File: config.mk
export PLATFORM = sky130hd
export DESIGN_NAME = pep_sdiv
export DESIGN_NICKNAME = d
export VERILOG_FILES = /design/src/rtl/pep_pkg.sv /design/src/rtl/pep_sdiv.sv
export SDC_FILE = /design/constraint.sdc
export NUM_CORES = 2
export LEC_CHECK = 0
export BUFFER_PORTS_ARGS = -buffer_cell sky130_fd_sc_hd__buf_4
export CAP_MARGIN = 0
export CELL_PAD_IN_SITES_DETAIL_PLACEMENT = 1
export CELL_PAD_IN_SITES_GLOBAL_PLACEMENT = 1
export CORE_ASPECT_RATIO = 0.5
export CORE_MARGIN = 2
export CORE_UTILIZATION = 25
export CTS_BUF_LIST = sky130_fd_sc_hd__clkbuf_8 sky130_fd_sc_hd__clkbuf_16
export DETAILED_ROUTE_END_ITERATION = 8
export PLACE_DENSITY_LB_ADDON = 0.2
export REMOVE_ABC_BUFFERS = 1
export SKIP_LAST_GASP = 1
export SLEW_MARGIN = 30
export SYNTH_ARGS = -nofsm -noshare
export SYNTH_HDL_FRONTEND = slang
export SYNTH_SLANG_ARGS = --single-unit
File: constraint.sdc
create_clock -name clk -period 13.9 [get_ports clk]
set_input_delay 1.39 -clock clk [delete_from_list [all_inputs] [get_ports clk]]
set_output_delay 1.39 -clock clk [all_outputs]
set_load 0.01 [all_outputs]
File: src/rtl/pep_pkg.sv
package pep_pkg;

  // fixed point layout
  localparam int FRAC_BITS = 16;
  localparam int COL_W     = 16;
  localparam int DATA_W    = 32;
  localparam int PROD_W    = 64;

  // projection divider: quotient bits needed below the cap of 2^33
  localparam int QUOT_W = 34;
  localparam int QPER   = 2;
  localparam int QSTG   = QUOT_W / QPER;
  localparam logic [QUOT_W-1:0] QUOT_CAP = QUOT_W'(64'd1 << 33);

  // slope divider: 33-bit magnitude over a 16-bit span
  localparam int SMAG_W = 33;
  localparam int SPER   = 3;
  localparam int SSTG   = SMAG_W / SPER;
  localparam int SPAN_W = 16;

  localparam logic [DATA_W-1:0] FOCAL_RESET  = 32'd16777216;
  localparam logic [DATA_W-1:0] CENTER_RESET = 32'd0;
  localparam logic [DATA_W-1:0] EYE_RESET    = 32'd0;

  typedef enum logic [1:0] {
    CFG_FOCAL_SCALE     = 2'd0,
    CFG_SCREEN_CENTER_Y = 2'd1,
    CFG_EYE_HEIGHT      = 2'd2
  } pep_cfg_idx_t;

  // sideband that travels beside the projection dividers
  typedef struct packed {
    logic              valid;
    logic [COL_W-1:0]  lc;
    logic [COL_W-1:0]  rc;
    logic              negc;
    logic              negf;
    logic              span_pos;
    logic [SPAN_W-1:0] span;
  } pep_qside_t;

  // sideband that travels beside the slope dividers
  typedef struct packed {
    logic              valid;
    logic [COL_W-1:0]  lc;
    logic [COL_W-1:0]  rc;
    logic [DATA_W-1:0] cyl;
    logic [DATA_W-1:0] cyr;
    logic [DATA_W-1:0] fyl;
    logic [DATA_W-1:0] fyr;
    logic [COL_W-1:0]  crl;
    logic [COL_W-1:0]  crr;
    logic [COL_W-1:0]  frl;
    logic [COL_W-1:0]  frr;
    logic              negc;
    logic              negf;
    logic              span_pos;
  } pep_sside_t;

  function automatic logic [DATA_W-1:0] sat_s32(input logic signed [35:0] v);
    if (v > 36'sd2147483647) begin
      return 32'h7fff_ffff;
    end else if (v < -36'sd2147483648) begin
      return 32'h8000_0000;
    end else begin
      return v[31:0];
    end
  endfunction

  function automatic logic [COL_W-1:0] sat_s16(input logic signed [32:0] v);
    if (v > 33'sd32767) begin
      return 16'h7fff;
    end else if (v < -33'sd32768) begin
      return 16'h8000;
    end else begin
      return v[15:0];
    end
  endfunction

endpackage

File: src/rtl/pep_sdiv.sv
module pep_sdiv (
  input  logic                          clk,
  input  logic                          en,
  input  logic [pep_pkg::SMAG_W-1:0]    mag_i,
  input  logic [pep_pkg::SPAN_W-1:0]    span_i,
  output logic [pep_pkg::SMAG_W-1:0]    q_o
);

  localparam int MW = pep_pkg::SMAG_W;
  localparam int SW = pep_pkg::SPAN_W;
  localparam int NS = pep_pkg::SSTG;

  logic [SW-1:0] rem_r [0:NS-1];
  logic [MW-1:0] dvd_r [0:NS-1];
  logic [MW-1:0] quo_r [0:NS-1];
  logic [SW-1:0] spn_r [0:NS-1];

  logic [SW-1:0] rem_nxt [0:NS-1];
  logic [MW-1:0] dvd_nxt [0:NS-1];
  logic [MW-1:0] quo_nxt [0:NS-1];
  logic [SW-1:0] spn_nxt [0:NS-1];

  always_comb begin
    logic [SW-1:0] r;
    logic [MW-1:0] d;
    logic [MW-1:0] q;
    logic [SW-1:0] dv;
    logic [SW:0]   t;
    for (int s = 0; s < NS; s++) begin
      if (s == 0) begin
        r  = '0;
        d  = mag_i;
        q  = '0;
        dv = span_i;
      end else begin
        r  = rem_r[s-1];
        d  = dvd_r[s-1];
        q  = quo_r[s-1];
        dv = spn_r[s-1];
      end
      for (int k = 0; k < pep_pkg::SPER; k++) begin
        t = {r, d[MW-1]};
        d = {d[MW-2:0], 1'b0};
        if (t >= {1'b0, dv}) begin
          t = t - {1'b0, dv};
          q = {q[MW-2:0], 1'b1};
        end else begin
          q = {q[MW-2:0], 1'b0};
        end
        r = t[SW-1:0];
      end
      rem_nxt[s] = r;
      dvd_nxt[s] = d;
      quo_nxt[s] = q;
      spn_nxt[s] = dv;
    end
  end

  always_ff @(posedge clk) begin
    if (en) begin
      for (int s = 0; s < NS; s++) begin
        rem_r[s] <= rem_nxt[s];
        dvd_r[s] <= dvd_nxt[s];
        quo_r[s] <= quo_nxt[s];
        spn_r[s] <= spn_nxt[s];
      end
    end
  end

  assign q_o = quo_r[NS-1];

endmodule

# Word-level counts from Yosys, hierarchy flattened
# Memories as Yosys holds them, arrays and structs flattened.
# Cells that the tools add are included.
# word_totals
memories	4
ramBits	1045
elab_cells	138
register_bits	0
# classes
n_mux	68
n_lt_le_gt_ge	33
n_addsub	33
# memory_table
name	depth	word_bits	rd	rd_clocked_by_memory_dff	wr	line	rtl
quo_r	11	33	11	0	11	pep_sdiv.sv:15	logic [MW-1:0] quo_r [0:NS-1];
dvd_r	11	30	10	0	11	pep_sdiv.sv:14	logic [MW-1:0] dvd_r [0:NS-1];
rem_r	11	16	10	0	11	pep_sdiv.sv:13	logic [SW-1:0] rem_r [0:NS-1];
spn_r	11	16	10	0	11	pep_sdiv.sv:16	logic [SW-1:0] spn_r [0:NS-1];
# op_table
cell	count
greater-or-equal comparator 17 x 16 -> 1 bit	32
two-way mux 16 bit	33
subtractor 16 bit	32
two-way mux 1 bit	35
greater-or-equal comparator 1 x 16 -> 1 bit	1
subtractor 1 x 16 -> 16 bit	1

# Depth between registers and ports, before layout
# An unclocked memory read counts as a cell.
# depth
word_depth	7
depth_mapped	37
mapped_depth_nobuf	33

# Least setup slack after synthesis
# OpenSTA, ideal clock, no wires.
# synth_path
kind	reg-to-reg
start	memory spn_r[8][1] (netlist name)
end	memory rem_r[9][10] (netlist name) (data pin)
t_arrival_ps	7937
required_time_ps	13640
stages_incl_launch_ff	36
path_slack_ps	5703
n_path_buf	5
cell_sequence	edfxtp_1 inv_1 ha_1 a21oi_1 o221ai_1 a311oi_1 a221o_1 buf_2 buf_1 nor2_1 a21oi_1 inv_1 ha_1 nor2b_1 o31a_1 nor4b_1 o21ai_1 a41oi_1 a21o_1 nor2b_1 or2_1 clkbuf_1 buf_2 mux2i_1 ha_1 nor2b_1 o31a_1 o41a_1 a211o_1 a21oi_1 o21ai_0 a211o_1 a21oi_1 o21ai_1 buf_2 mux2_2
# synth_rtl
element	line
start, declared	pep_sdiv.sv:16
end, declared	pep_sdiv.sv:13

==> impl_metrics.json <==
{
  "status": "complete, no violations",
  "rr_worst_depth": 32,
  "min_period_over_period": 0.7131,
  "grt_pass1_vias": 38390,
  "h-tree-depth": 3,
  "async_flop_share": 0,
  "place_inst": 7248,
  "setup_slack_ps": 3989,
  "syn_area_per_cell_um2": 10.71,
  "initial_core_util": 0.2529,
  "cp.required_ps": 14290,
  "regToRegSetupSlack_ps": 3990,
  "fin_cells": 7389,
  "maxCapViolCount": 0,
  "num_antenna_cells": 0,
  "dr.pass1.iters": 7,
  "nets": 5316,
  "cts.path.max_buffers": 3,
  "antenna_found_initial": 1,
  "hold_depth": 0,
  "dr.first_iter.drc_count": 1322,
  "place_congestion": 0.8702,
  "clk_latency_ps": 680,
  "max_freq_ghz": 0.1009,
  "synth-edff-count": 683,
  "final_cell_area_um2": 55720,
  "final_common_cell": "edfxtp_1",
  "timing.final.crit_period_ps": 9911,
  "min_to": "quo_r[9][25]",
  "clockRootBuffer": "clkbuf_16",
  "synth.distinct_cells": 97,
  "die_h_um": 317.5,
  "critPathLaunch": "spn_r[8][1]",
  "synth_warnings": 0,
  "crit_slowest_cell": "a311oi_1",
  "cts_tree": "built",
  "finClkSkew_ps": 38.54,
  "netlist_area_um2": 49130,
  "crit_arrival_ps": 10300,
  "groute.usage.overall": 0.1349,
  "core_area_um2": 194300,
  "layout-drive-gt1-share": 0.1274,
  "relSlewSlack": 0.4005,
  "grt_pass1_wl_um": 216400,
  "worstMarginPinSlew_ps": 876.6,
  "end_kind": "flip-flop",
  "syn_inst": 4587,
  "grt_max_degree": 177,
  "max_stage_delay_ps": 660,
  "cts_hold_buf": 0,
  "cts-buffers-inserted": 77,
  "tns_ps": 0,
  "routed-via-count": 35390,
  "clk_pin_slew_ps": 60,
  "r2r_end": "rem_r[9][5]",
  "finalSetupViolCount": 0,
  "hpwl_um": 109800,
  "area_delta_synth_final_pct": 13.41,
  "finalHoldViolCount": 0,
  "path_max_fanout": 22,
  "die_x_um": 631.0,
  "viasPerCell": 4.789,
  "cp_common_cell": "a21oi_1",
  "cts_setup_buffers": 0,
  "port_buffers": 83,
  "drt-total-wl_um": 137500,
  "drc_errors": 0,
  "final_cell_mix": "683 x edfxtp_1, 514 x ha_1, 378 x inv_1, 355 x a21oi_1, 285 x mux2_2",
  "overflow": 0,
  "hp-class": "reg -> reg",
  "ys_seq_area_frac": 0.4174,
  "r2r-start": "spn_r[8][1]",
  "hp-start": "quo_r[8][22]",
  "drv_slew": 0,
  "worstSetupPathType": "reg -> reg",
  "placed_area_um2": 53060,
  "pre_cts_ws_ps": 3925,
  "synth_seq_cells": 683,
  "rsz0062_at_grt": "false",
  "wire_per_inst_um": 18.61,
  "die-area_um2": 200300,
  "cts_resized": 0,
  "ys.flop_type": "edfxtp_1",
  "worst_setup_path_start_kind": "flip-flop",
  "ant_nets": 0,
  "pin_count": 84,
  "fp-row-count": 114,
  "clock-sinks": 683
}
[sequential cells by signal (all words and copies together), names as in the netlist]
signal and count:
dvd_r 165, quo_r 198, rem_r 160, spn_r 160
[metrics by stage]
| step | utilization | hold WS [ps] |
|---|---|---|
| 2_1_floorplan | - | 400.3 |
| 3_3_place_gp | 0.2731 | 400.5 |
| 3_5_place_dp | 0.2731 | 405.2 |
| 4_1_cts | 0.2866 | 412.7 |
| 5_1_grt | 0.2868 | 418.4 |
| 6_report | 0.2868 | 413.1 |
[kinds of logic after synthesis]
family          synth area share
fa+ha+maj                 0.1435
compound gates            0.1552
simple gates              0.1057
flops                     0.4174
mux                      0.08126
buf+inv                  0.03433
xor+xnor                 0.06257
[cell type report]
class,instances,area (um^2)
flip-flops and latches,683,20510
repair buffers,114,915.9
inverters,378,1421
well taps,2610,3266
clock buffers,78,1952
clock inverters,60,660.6
fillers,21720,138500
multi-input cells,3466,27000
[worst max-delay path by stage]
stage / slack (ps) / to / cells after the start
finish: 3990 / rem_r[9][5] / 32
global route: 3390 / rem_r[9][6] / 32
CTS: 3930 / rem_r[9][5] / 32
detailed placement: 3920 / rem_r[0][6] / 30
global placement: 4190 / rem_r[9][5] / 32
floorplan: 5070 / rem_r[0][12] / 28
[worst max-delay path: cells and delay by family (launching register included)]
family / cells / cell delay [ps]
AO/OA/AOI/OAI: 17 / 5090
AND/OR/NAND/NOR: 6 / 1450
adder cells (fa/ha/maj): 3 / 960
buffers and inverters: 4 / 880
multiplexers: 2 / 760
flip-flops: 1 / 490
[synthesized netlist by cell type, drive strengths merged, types with 12 or more instances]
library cell	instances	share of area
a2111oi	17	0.0031
a211o	12	0.0021
a211oi	49	0.0077
a21boi	20	0.0031
a21o	144	0.022
a21oi	357	0.036
a31o	13	0.0023
a31oi	30	0.0039
and2	18	0.0023
and3	25	0.0032
buf	26	0.0028
clkbuf	34	0.0026
edfxtp	683	0.42
fa	31	0.013
ha	514	0.13
inv	377	0.029
mux2	303	0.071
mux2i	52	0.011
nand2	216	0.017
nand2b	40	0.0051
nand3	84	0.0087
nand4	83	0.011
nor2	277	0.021
nor2b	81	0.010
nor3	87	0.0089
nor4	37	0.0047
o211ai	30	0.0047
o21a	73	0.011
o21ai	212	0.022
o21bai	54	0.0083
o311ai	14	0.0025
o31a	13	0.0023
o31ai	34	0.0056
or2	36	0.0046
or3	25	0.0032
xnor2	256	0.046
xor2	95	0.017
[routing by layer]
layer,track usage,up-vias,share of wire
met5,0,-,0
met4,0.03849,0,0.028
met3,0.01797,176,0.019
met2,0.2591,246,0.53
met1,0.1543,17470,0.42
li1,-,17500,-
Power is not shown: default switching activity piles up to over one toggle a cycle in this logic, so the estimate is an artifact.
