`src/rtl/pep_pkg.sv`:
```
package pep_pkg;

  // fixed point layout
  localparam int FRAC_BITS = 16;
  localparam int COL_W     = 16;
  localparam int DATA_W    = 32;
  localparam int PROD_W    = 64;

  // projection divider: quotient bits needed below the cap of 2^33
  localparam int QUOT_W = 34;
  localparam int QPER   = 2;
  localparam int QSTG   = QUOT_W / QPER;
  localparam logic [QUOT_W-1:0] QUOT_CAP = QUOT_W'(64'd1 << 33);

  // slope divider: 33-bit magnitude over a 16-bit span
  localparam int SMAG_W = 33;
  localparam int SPER   = 3;
  localparam int SSTG   = SMAG_W / SPER;
  localparam int SPAN_W = 16;

  localparam logic [DATA_W-1:0] FOCAL_RESET  = 32'd16777216;
  localparam logic [DATA_W-1:0] CENTER_RESET = 32'd0;
  localparam logic [DATA_W-1:0] EYE_RESET    = 32'd0;

  typedef enum logic [1:0] {
    CFG_FOCAL_SCALE     = 2'd0,
    CFG_SCREEN_CENTER_Y = 2'd1,
    CFG_EYE_HEIGHT      = 2'd2
  } pep_cfg_idx_t;

  // sideband that travels beside the projection dividers
  typedef struct packed {
    logic              valid;
    logic [COL_W-1:0]  lc;
    logic [COL_W-1:0]  rc;
    logic              negc;
    logic              negf;
    logic              span_pos;
    logic [SPAN_W-1:0] span;
  } pep_qside_t;

  // sideband that travels beside the slope dividers
  typedef struct packed {
    logic              valid;
    logic [COL_W-1:0]  lc;
    logic [COL_W-1:0]  rc;
    logic [DATA_W-1:0] cyl;
    logic [DATA_W-1:0] cyr;
    logic [DATA_W-1:0] fyl;
    logic [DATA_W-1:0] fyr;
    logic [COL_W-1:0]  crl;
    logic [COL_W-1:0]  crr;
    logic [COL_W-1:0]  frl;
    logic [COL_W-1:0]  frr;
    logic              negc;
    logic              negf;
    logic              span_pos;
  } pep_sside_t;

  function automatic logic [DATA_W-1:0] sat_s32(input logic signed [35:0] v);
    if (v > 36'sd2147483647) begin
      return 32'h7fff_ffff;
    end else if (v < -36'sd2147483648) begin
      return 32'h8000_0000;
    end else begin
      return v[31:0];
    end
  endfunction

  function automatic logic [COL_W-1:0] sat_s16(input logic signed [32:0] v);
    if (v > 33'sd32767) begin
      return 16'h7fff;
    end else if (v < -33'sd32768) begin
      return 16'h8000;
    end else begin
      return v[15:0];
    end
  endfunction

endpackage

```
`src/rtl/pep_qdiv.sv`:
```
module pep_qdiv (
  input  logic                          clk,
  input  logic                          en,
  input  logic [pep_pkg::PROD_W-1:0]    prod_i,
  input  logic [pep_pkg::DATA_W-1:0]    depth_i,
  output logic [pep_pkg::QUOT_W-1:0]    q_o,
  output logic                          cap_o,
  output logic                          zero_o
);

  localparam int QW = pep_pkg::QUOT_W;
  localparam int DW = pep_pkg::DATA_W;
  localparam int NS = pep_pkg::QSTG;

  logic [DW-1:0] rem_r [0:NS];
  logic [QW-1:0] dvd_r [0:NS];
  logic [QW-1:0] quo_r [0:NS];
  logic [DW-1:0] dep_r [0:NS];
  logic          cap_r [0:NS];
  logic          zero_r[0:NS];

  logic [DW-1:0] rem_nxt [1:NS];
  logic [QW-1:0] dvd_nxt [1:NS];
  logic [QW-1:0] quo_nxt [1:NS];

  // high part at or above the depth means the quotient is past the cap
  logic [DW-1:0] hi_w;
  assign hi_w = DW'(prod_i[pep_pkg::PROD_W-1:QW]);

  always_comb begin
    logic [DW-1:0] r;
    logic [QW-1:0] d;
    logic [QW-1:0] q;
    logic [DW:0]   t;
    for (int s = 1; s <= NS; s++) begin
      r = rem_r[s-1];
      d = dvd_r[s-1];
      q = quo_r[s-1];
      for (int k = 0; k < pep_pkg::QPER; k++) begin
        t = {r, d[QW-1]};
        d = {d[QW-2:0], 1'b0};
        if (t >= {1'b0, dep_r[s-1]}) begin
          t = t - {1'b0, dep_r[s-1]};
          q = {q[QW-2:0], 1'b1};
        end else begin
          q = {q[QW-2:0], 1'b0};
        end
        r = t[DW-1:0];
      end
      rem_nxt[s] = r;
      dvd_nxt[s] = d;
      quo_nxt[s] = q;
    end
  end

  always_ff @(posedge clk) begin
    if (en) begin
      rem_r[0]  <= hi_w;
      dvd_r[0]  <= prod_i[QW-1:0];
      quo_r[0]  <= '0;
      dep_r[0]  <= depth_i;
      cap_r[0]  <= (depth_i == '0) || (hi_w >= depth_i);
      zero_r[0] <= (prod_i == '0);
      for (int s = 1; s <= NS; s++) begin
        rem_r[s]  <= rem_nxt[s];
        dvd_r[s]  <= dvd_nxt[s];
        quo_r[s]  <= quo_nxt[s];
        dep_r[s]  <= dep_r[s-1];
        cap_r[s]  <= cap_r[s-1];
        zero_r[s] <= zero_r[s-1];
      end
    end
  end

  assign q_o    = quo_r[NS];
  assign cap_o  = cap_r[NS];
  assign zero_o = zero_r[NS];

endmodule

```
`config.mk`:
```
export PLATFORM = sky130hd
export DESIGN_NAME = pep_qdiv
export DESIGN_NICKNAME = d
export VERILOG_FILES = /design/src/rtl/pep_pkg.sv /design/src/rtl/pep_qdiv.sv
export SDC_FILE = /design/constraint.sdc
export NUM_CORES = 2
export LEC_CHECK = 0
export BUFFER_PORTS_ARGS = -buffer_cell sky130_fd_sc_hd__buf_4
export CORE_UTILIZATION = 65
export DETAILED_ROUTE_END_ITERATION = 16
export PLACE_DENSITY = 0.82
export SLEW_MARGIN = 10
export SYNTH_ARGS = -nofsm -noshare
export SYNTH_HDL_FRONTEND = slang
export SYNTH_SLANG_ARGS = --single-unit
```
`constraint.sdc`:
```
create_clock -name clk -period 8.7 [get_ports clk]
set_clock_uncertainty 0.2 [all_clocks]
set_input_delay 0.87 -clock clk [delete_from_list [all_inputs] [get_ports clk]]
set_output_delay 0.87 -clock clk [all_outputs]
set_load 0.1 [all_outputs]
```
Yosys cells after proc, flatten, opt, wreduce, memory -nomap -nowiden --
Memories as Yosys holds them, arrays and structs flattened. Index checks and enable logic that the tools add are counted.
Word-level totals: memories kept 6, memory bits (writable) 2412, memory bits (read-only) 0, flip-flop bits (word level) 0, bits in latches 0, logic and storage cells 148, bits of input ports 98, output and inout port bits 36
Memories:
- dvd_r | depth 18, bits a word 34, read ports 17, clocked after Yosys merged registers in 0, wr ports 18, RTL line pep_qdiv.sv:16 | logic [QW-1:0] dvd_r [0:NS];
- quo_r | depth 18, bits a word 34, read ports 18, clocked after Yosys merged registers in 0, wr ports 18, RTL line pep_qdiv.sv:17 | logic [QW-1:0] quo_r [0:NS];
- dep_r | depth 18, bits a word 32, read ports 17, clocked after Yosys merged registers in 0, wr ports 18, RTL line pep_qdiv.sv:18 | logic [DW-1:0] dep_r [0:NS];
- rem_r | depth 18, bits a word 32, read ports 17, clocked after Yosys merged registers in 0, wr ports 18, RTL line pep_qdiv.sv:15 | logic [DW-1:0] rem_r [0:NS];
- cap_r | depth 18, bits a word 1, read ports 18, clocked after Yosys merged registers in 0, wr ports 18, RTL line pep_qdiv.sv:19 | logic cap_r [0:NS];
- zero_r | depth 18, bits a word 1, read ports 18, clocked after Yosys merged registers in 0, wr ports 18, RTL line pep_qdiv.sv:20 | logic zero_r[0:NS];
Operators by class: reduce and logical (&&, ||, !) cells 3, add/sub/neg operators 34, multipliers 0, bitwise logic cells 0, muxes and demuxes 70, magnitude comparators 35, div/mod/pow operators 0, equal/unequal tests 0, shift operators 0
Operators by type and width (number):
- $ge 33x32->1 | 34
- $mux 32 | 34
- $sub 32x32->32 | 34
- $logic_not 64->1 | 1
- $mux 1 | 36
- $ge 30x32->1 | 1
- $logic_not 32->1 | 1
- $logic_or 1x1->1 | 1

Logic depth before layout (Yosys ltp) --
An unclocked memory read counts as a cell.
depth in word-level cells 5, mapped depth 30, depth with buffers taken out 28

Least setup slack after synthesis --
Ideal clock, no wire load.
path type register to register, start memory dep_r[4][1] (netlist bit), end memory rem_r[5][1] (netlist bit) (data pin), buffers on the path 3, path slack 2199 ps, arrival 6041 ps, stages on the path, launching flop included 28, cell sequence edfxtp_1 inv_1 ha_1 nor2b_1 o31ai_1 a21oi_1 a21oi_1 o211ai_1 a21boi_1 or3b_2 nand2b_1 a21boi_1 buf_2 mux2_2 ha_1 clkbuf_1 a21o_1 a21o_1 a21o_1 a2111oi_2 o21ai_1 a221oi_2 o21ai_1 a31oi_1 o21ai_0 a211oi_2 buf_2 mux2_2
RTL lines (RTL line):
- from (decl) | pep_qdiv.sv:18
- to (decl) | pep_qdiv.sv:15

==> metrics.md <==
| Metric | Value |
|---|---|
| Setup TNS | `0 ns` |
| Mean area per synthesized cell | `between 10 and 15 µm²` |
| Synth unique cells | `104` |
| Pin count of the biggest net entering global routing | `roughly 200` |
| Postcts setup bufs | `0` |
| Final GP Congestion | `approximately 1.0` |
| Worst-Margin Slew | `1.19 ns` |
| Total grt overflow | `0` |
| Final hold viol count | `0` |
| Clock Tree Root | `clkbuf_16` |
| CTS Buffer Depth | `3` |
| Worst EP required | `roughly 9.0 ns` |
| Worst reg-to-reg path cell count | `25` |
| Worst R2R Setup Slack | `around 0.37 ns` |
| GRT Overall Usage | `34.1%` |
| Synth Flop Type | `edfxtp_1` |
| Most frequent cells in the layout | `1734 x edfxtp_1, 1117 x ha_1, 984 x a21oi_1, 869 x inv_1, 775 x nand2_1` |
| PortBufs | `around 130` |
| Crit Path Category | `reg2reg` |
| H-tree levels | `4` |
| Period minus WS final | `about 8.3 ns` |
| Slew Viols, Final | `0` |
| Worst setup SP type | `register` |
| Avg WL per Cell | `22.9 µm` |
| Worst hold path type | `in2reg` |
| Site Rows | `approximately 160` |
| Vert. Die Dim | `around 430 µm` |
| Vias per cell | `about 6.4` |
| Vias after detailed routing | `89230` |
| Number of fill cells in the layout | `around 13000` |
| Starting density of the core | `between 60% and 70%` |
| RSZ-0062 raised after global routing | `false` |
| Clk slew on worst S/H paths | `0.06 ns` |
| Maximum net fanout on the critical path | `between 40 and 50` |
| DP HPWL | `about 240000 µm` |
| Worst Path Arrival | `around 8.6 ns` |
| Area grow syn2layout | `9.46%` |
| Seq cells post-synth | `around 1700` |
| Max cap viols | `0` |
| Share of cells above drive strength 1 | `10.1%` |
| Cell Area, Synth | `~120000 µm²` |
| Initial antenna violation count | `9` |
| Commonest non-fill, non-tap cell in the layout | `edfxtp_1` |
| Sequential cell area | `~52000 µm²` |
| Die ar. | `between 150000 and 200000 µm²` |
| DRT Pass-1 Iters | `10` |
| Worst skew pair latency | `0.85 ns` |
| Footprint of the multi-input gates | `61500 µm²` |
| Fin crit share | `between 90 and 100%` |
| Slowest cell on the critical path | `a21oi_1` |
| Vias in the first global route | `86014` |
| Ys Warns | `0` |
| Crit path largest cell delay | `0.72 ns` |
| Cell count after synthesis | `11091` |
| CTS tree | `built` |
| Worst Setup End Kind | `register` |
| Initial drt markers | `between 9000 and 10000` |
| TritonCTS Buffers | `180` |
| Crit path from | `dep_r[10][2]` |
| Register area share after synthesis | `between 40 and 50%` |
| Reg2reg end | `rem_r[11][0]` |
| FFs w/ async S/R, synth | `0%` |
| Worst Setup EP | `rem_r[11][0]` |
| Post-route ant nets | `0` |
| Final setup viols | `0` |
| Routed wire length | `between 300000 and 400000 µm` |
| Outcome | `finished, final reports clean` |
| Nets | `approximately 13000` |
| Core ar. | `between 150000 and 200000 µm²` |
| Relative slew slack | `20.6%` |
| First-pass GRT wire length | `between 400000 and 500000 µm` |
| Fmax | `between 0.1 and 0.15 GHz` |
| Die Wd | `~430 µm` |
| CTS sink cnt | `~1700` |
| Top Ports | `around 130` |
| R2r startpoint | `dep_r[10][2]` |
| Post-synth EDFFs | `roughly 1700` |
| Post-Synthesis Net Count | `around 12000` |
| # DRC | `0` |
==> layer usage <==
layer  global-route usage (%)  part of all wire [%]
met1                     47.2                    43
met2                     54.2                    46
met3                     5.21                   7.5
met4                     12.8                   3.9
met5                    0.291                 0.046
==> cell usage after synthesis (all sizes together), types with 142 or more instances <==
master | instances | area share [%]
mux2 | 582 | 5.7
o21ai | 711 | 3.0
nand4 | 151 | 0.80
nand2 | 776 | 2.5
xor2 | 280 | 2.1
xnor2 | 605 | 4.5
edfxtp | 1734 | 44
o21bai | 142 | 0.91
nand3 | 184 | 0.78
inv | 874 | 2.8
nor2b | 146 | 0.78
nor2 | 590 | 1.9
a21o | 563 | 3.6
a21oi | 991 | 4.3
ha | 1117 | 12
==> registers in the layout, indices dropped and copies added (netlist names) <==
signal,cells
rem_r,542
quo_r,306
dvd_r,306
zero_r,18
cap_r,18
dep_r,544
==> cell families (layout without fill, tap and decap cells) <==
logic type | count (synthesis) | count (layout) | share of synthesized area, %
multiplexers | 615 | 615 | 5.95
other | 0 | 2 | 0
adder cells (fa/ha/maj) | 1150 | 1150 | 12.4
flip-flops | 1734 | 1734 | 44.3
AND/OR/NAND/NOR | 2475 | 2475 | 10.1
buffers and inverters | 1076 | 1503 | 3.59
AO/OA/AOI/OAI | 3156 | 3156 | 17.0
XOR/XNOR | 885 | 885 | 6.60
==> worst min-delay path by stage <==
stage	startpoint	to	slack (ns)	cells after the start
final	depth_i[3]	dep_r[0][3]	0.05	1
after global placement	quo_r[16][19]	quo_r[17][21]	0.20	0
after floorplan	cap_r[9]	cap_r[10]	0.20	0
after detailed placement	cap_r[6]	cap_r[7]	0.20	0
after global routing	depth_i[3]	dep_r[0][3]	0.01	1
after CTS	depth_i[0]	dep_r[0][0]	0.0003	1
==> timing repair <==
action                                  4_1_cts  5_1_grt
endpoints found under the setup margin        0       20
resized for setup                             0        1
endpoints found under the hold margin        80        0
hold buffers                                 80        0
==> worst max-delay path: cells and delay by family, from the launching register on <==
kind	cells	cell delay, ns
flops	1	0.66
buf+inv	4	1.18
simple gates	4	0.79
fa+ha+maj	2	0.79
mux	1	0.41
compound gates	14	3.92
==> per-stage QoR <==
step	hold slack [ns]	utilization, %	area, µm²	instances	worst slack, ns
2_1_floorplan	0.200	-	118000	11091	2.20
3_3_place_gp	0.200	67.9	122000	13460	0.631
3_5_place_dp	0.205	67.9	122000	13460	0.621
4_1_cts	0.000337	71.9	129000	13873	0.523
5_1_grt	0.00969	71.9	129000	13875	0.0261
6_report	0.0453	71.9	129000	13875	0.369
==> area by class of cell <==
class | count | area share (%)
clock inverter | 120 | 1.29
tap | 2355 | 2.29
clock buffer | 213 | 3.61
inverter | 876 | 2.55
sequential | 1734 | 40.5
timing repair buffer | 294 | 2.04
multi-input combinational | 8281 | 47.8
antenna | 2 | 0.00389
Power is left out: the tool's default activity adds up to more than one toggle a clock period on the data nets, which glitch-free logic cannot reach.
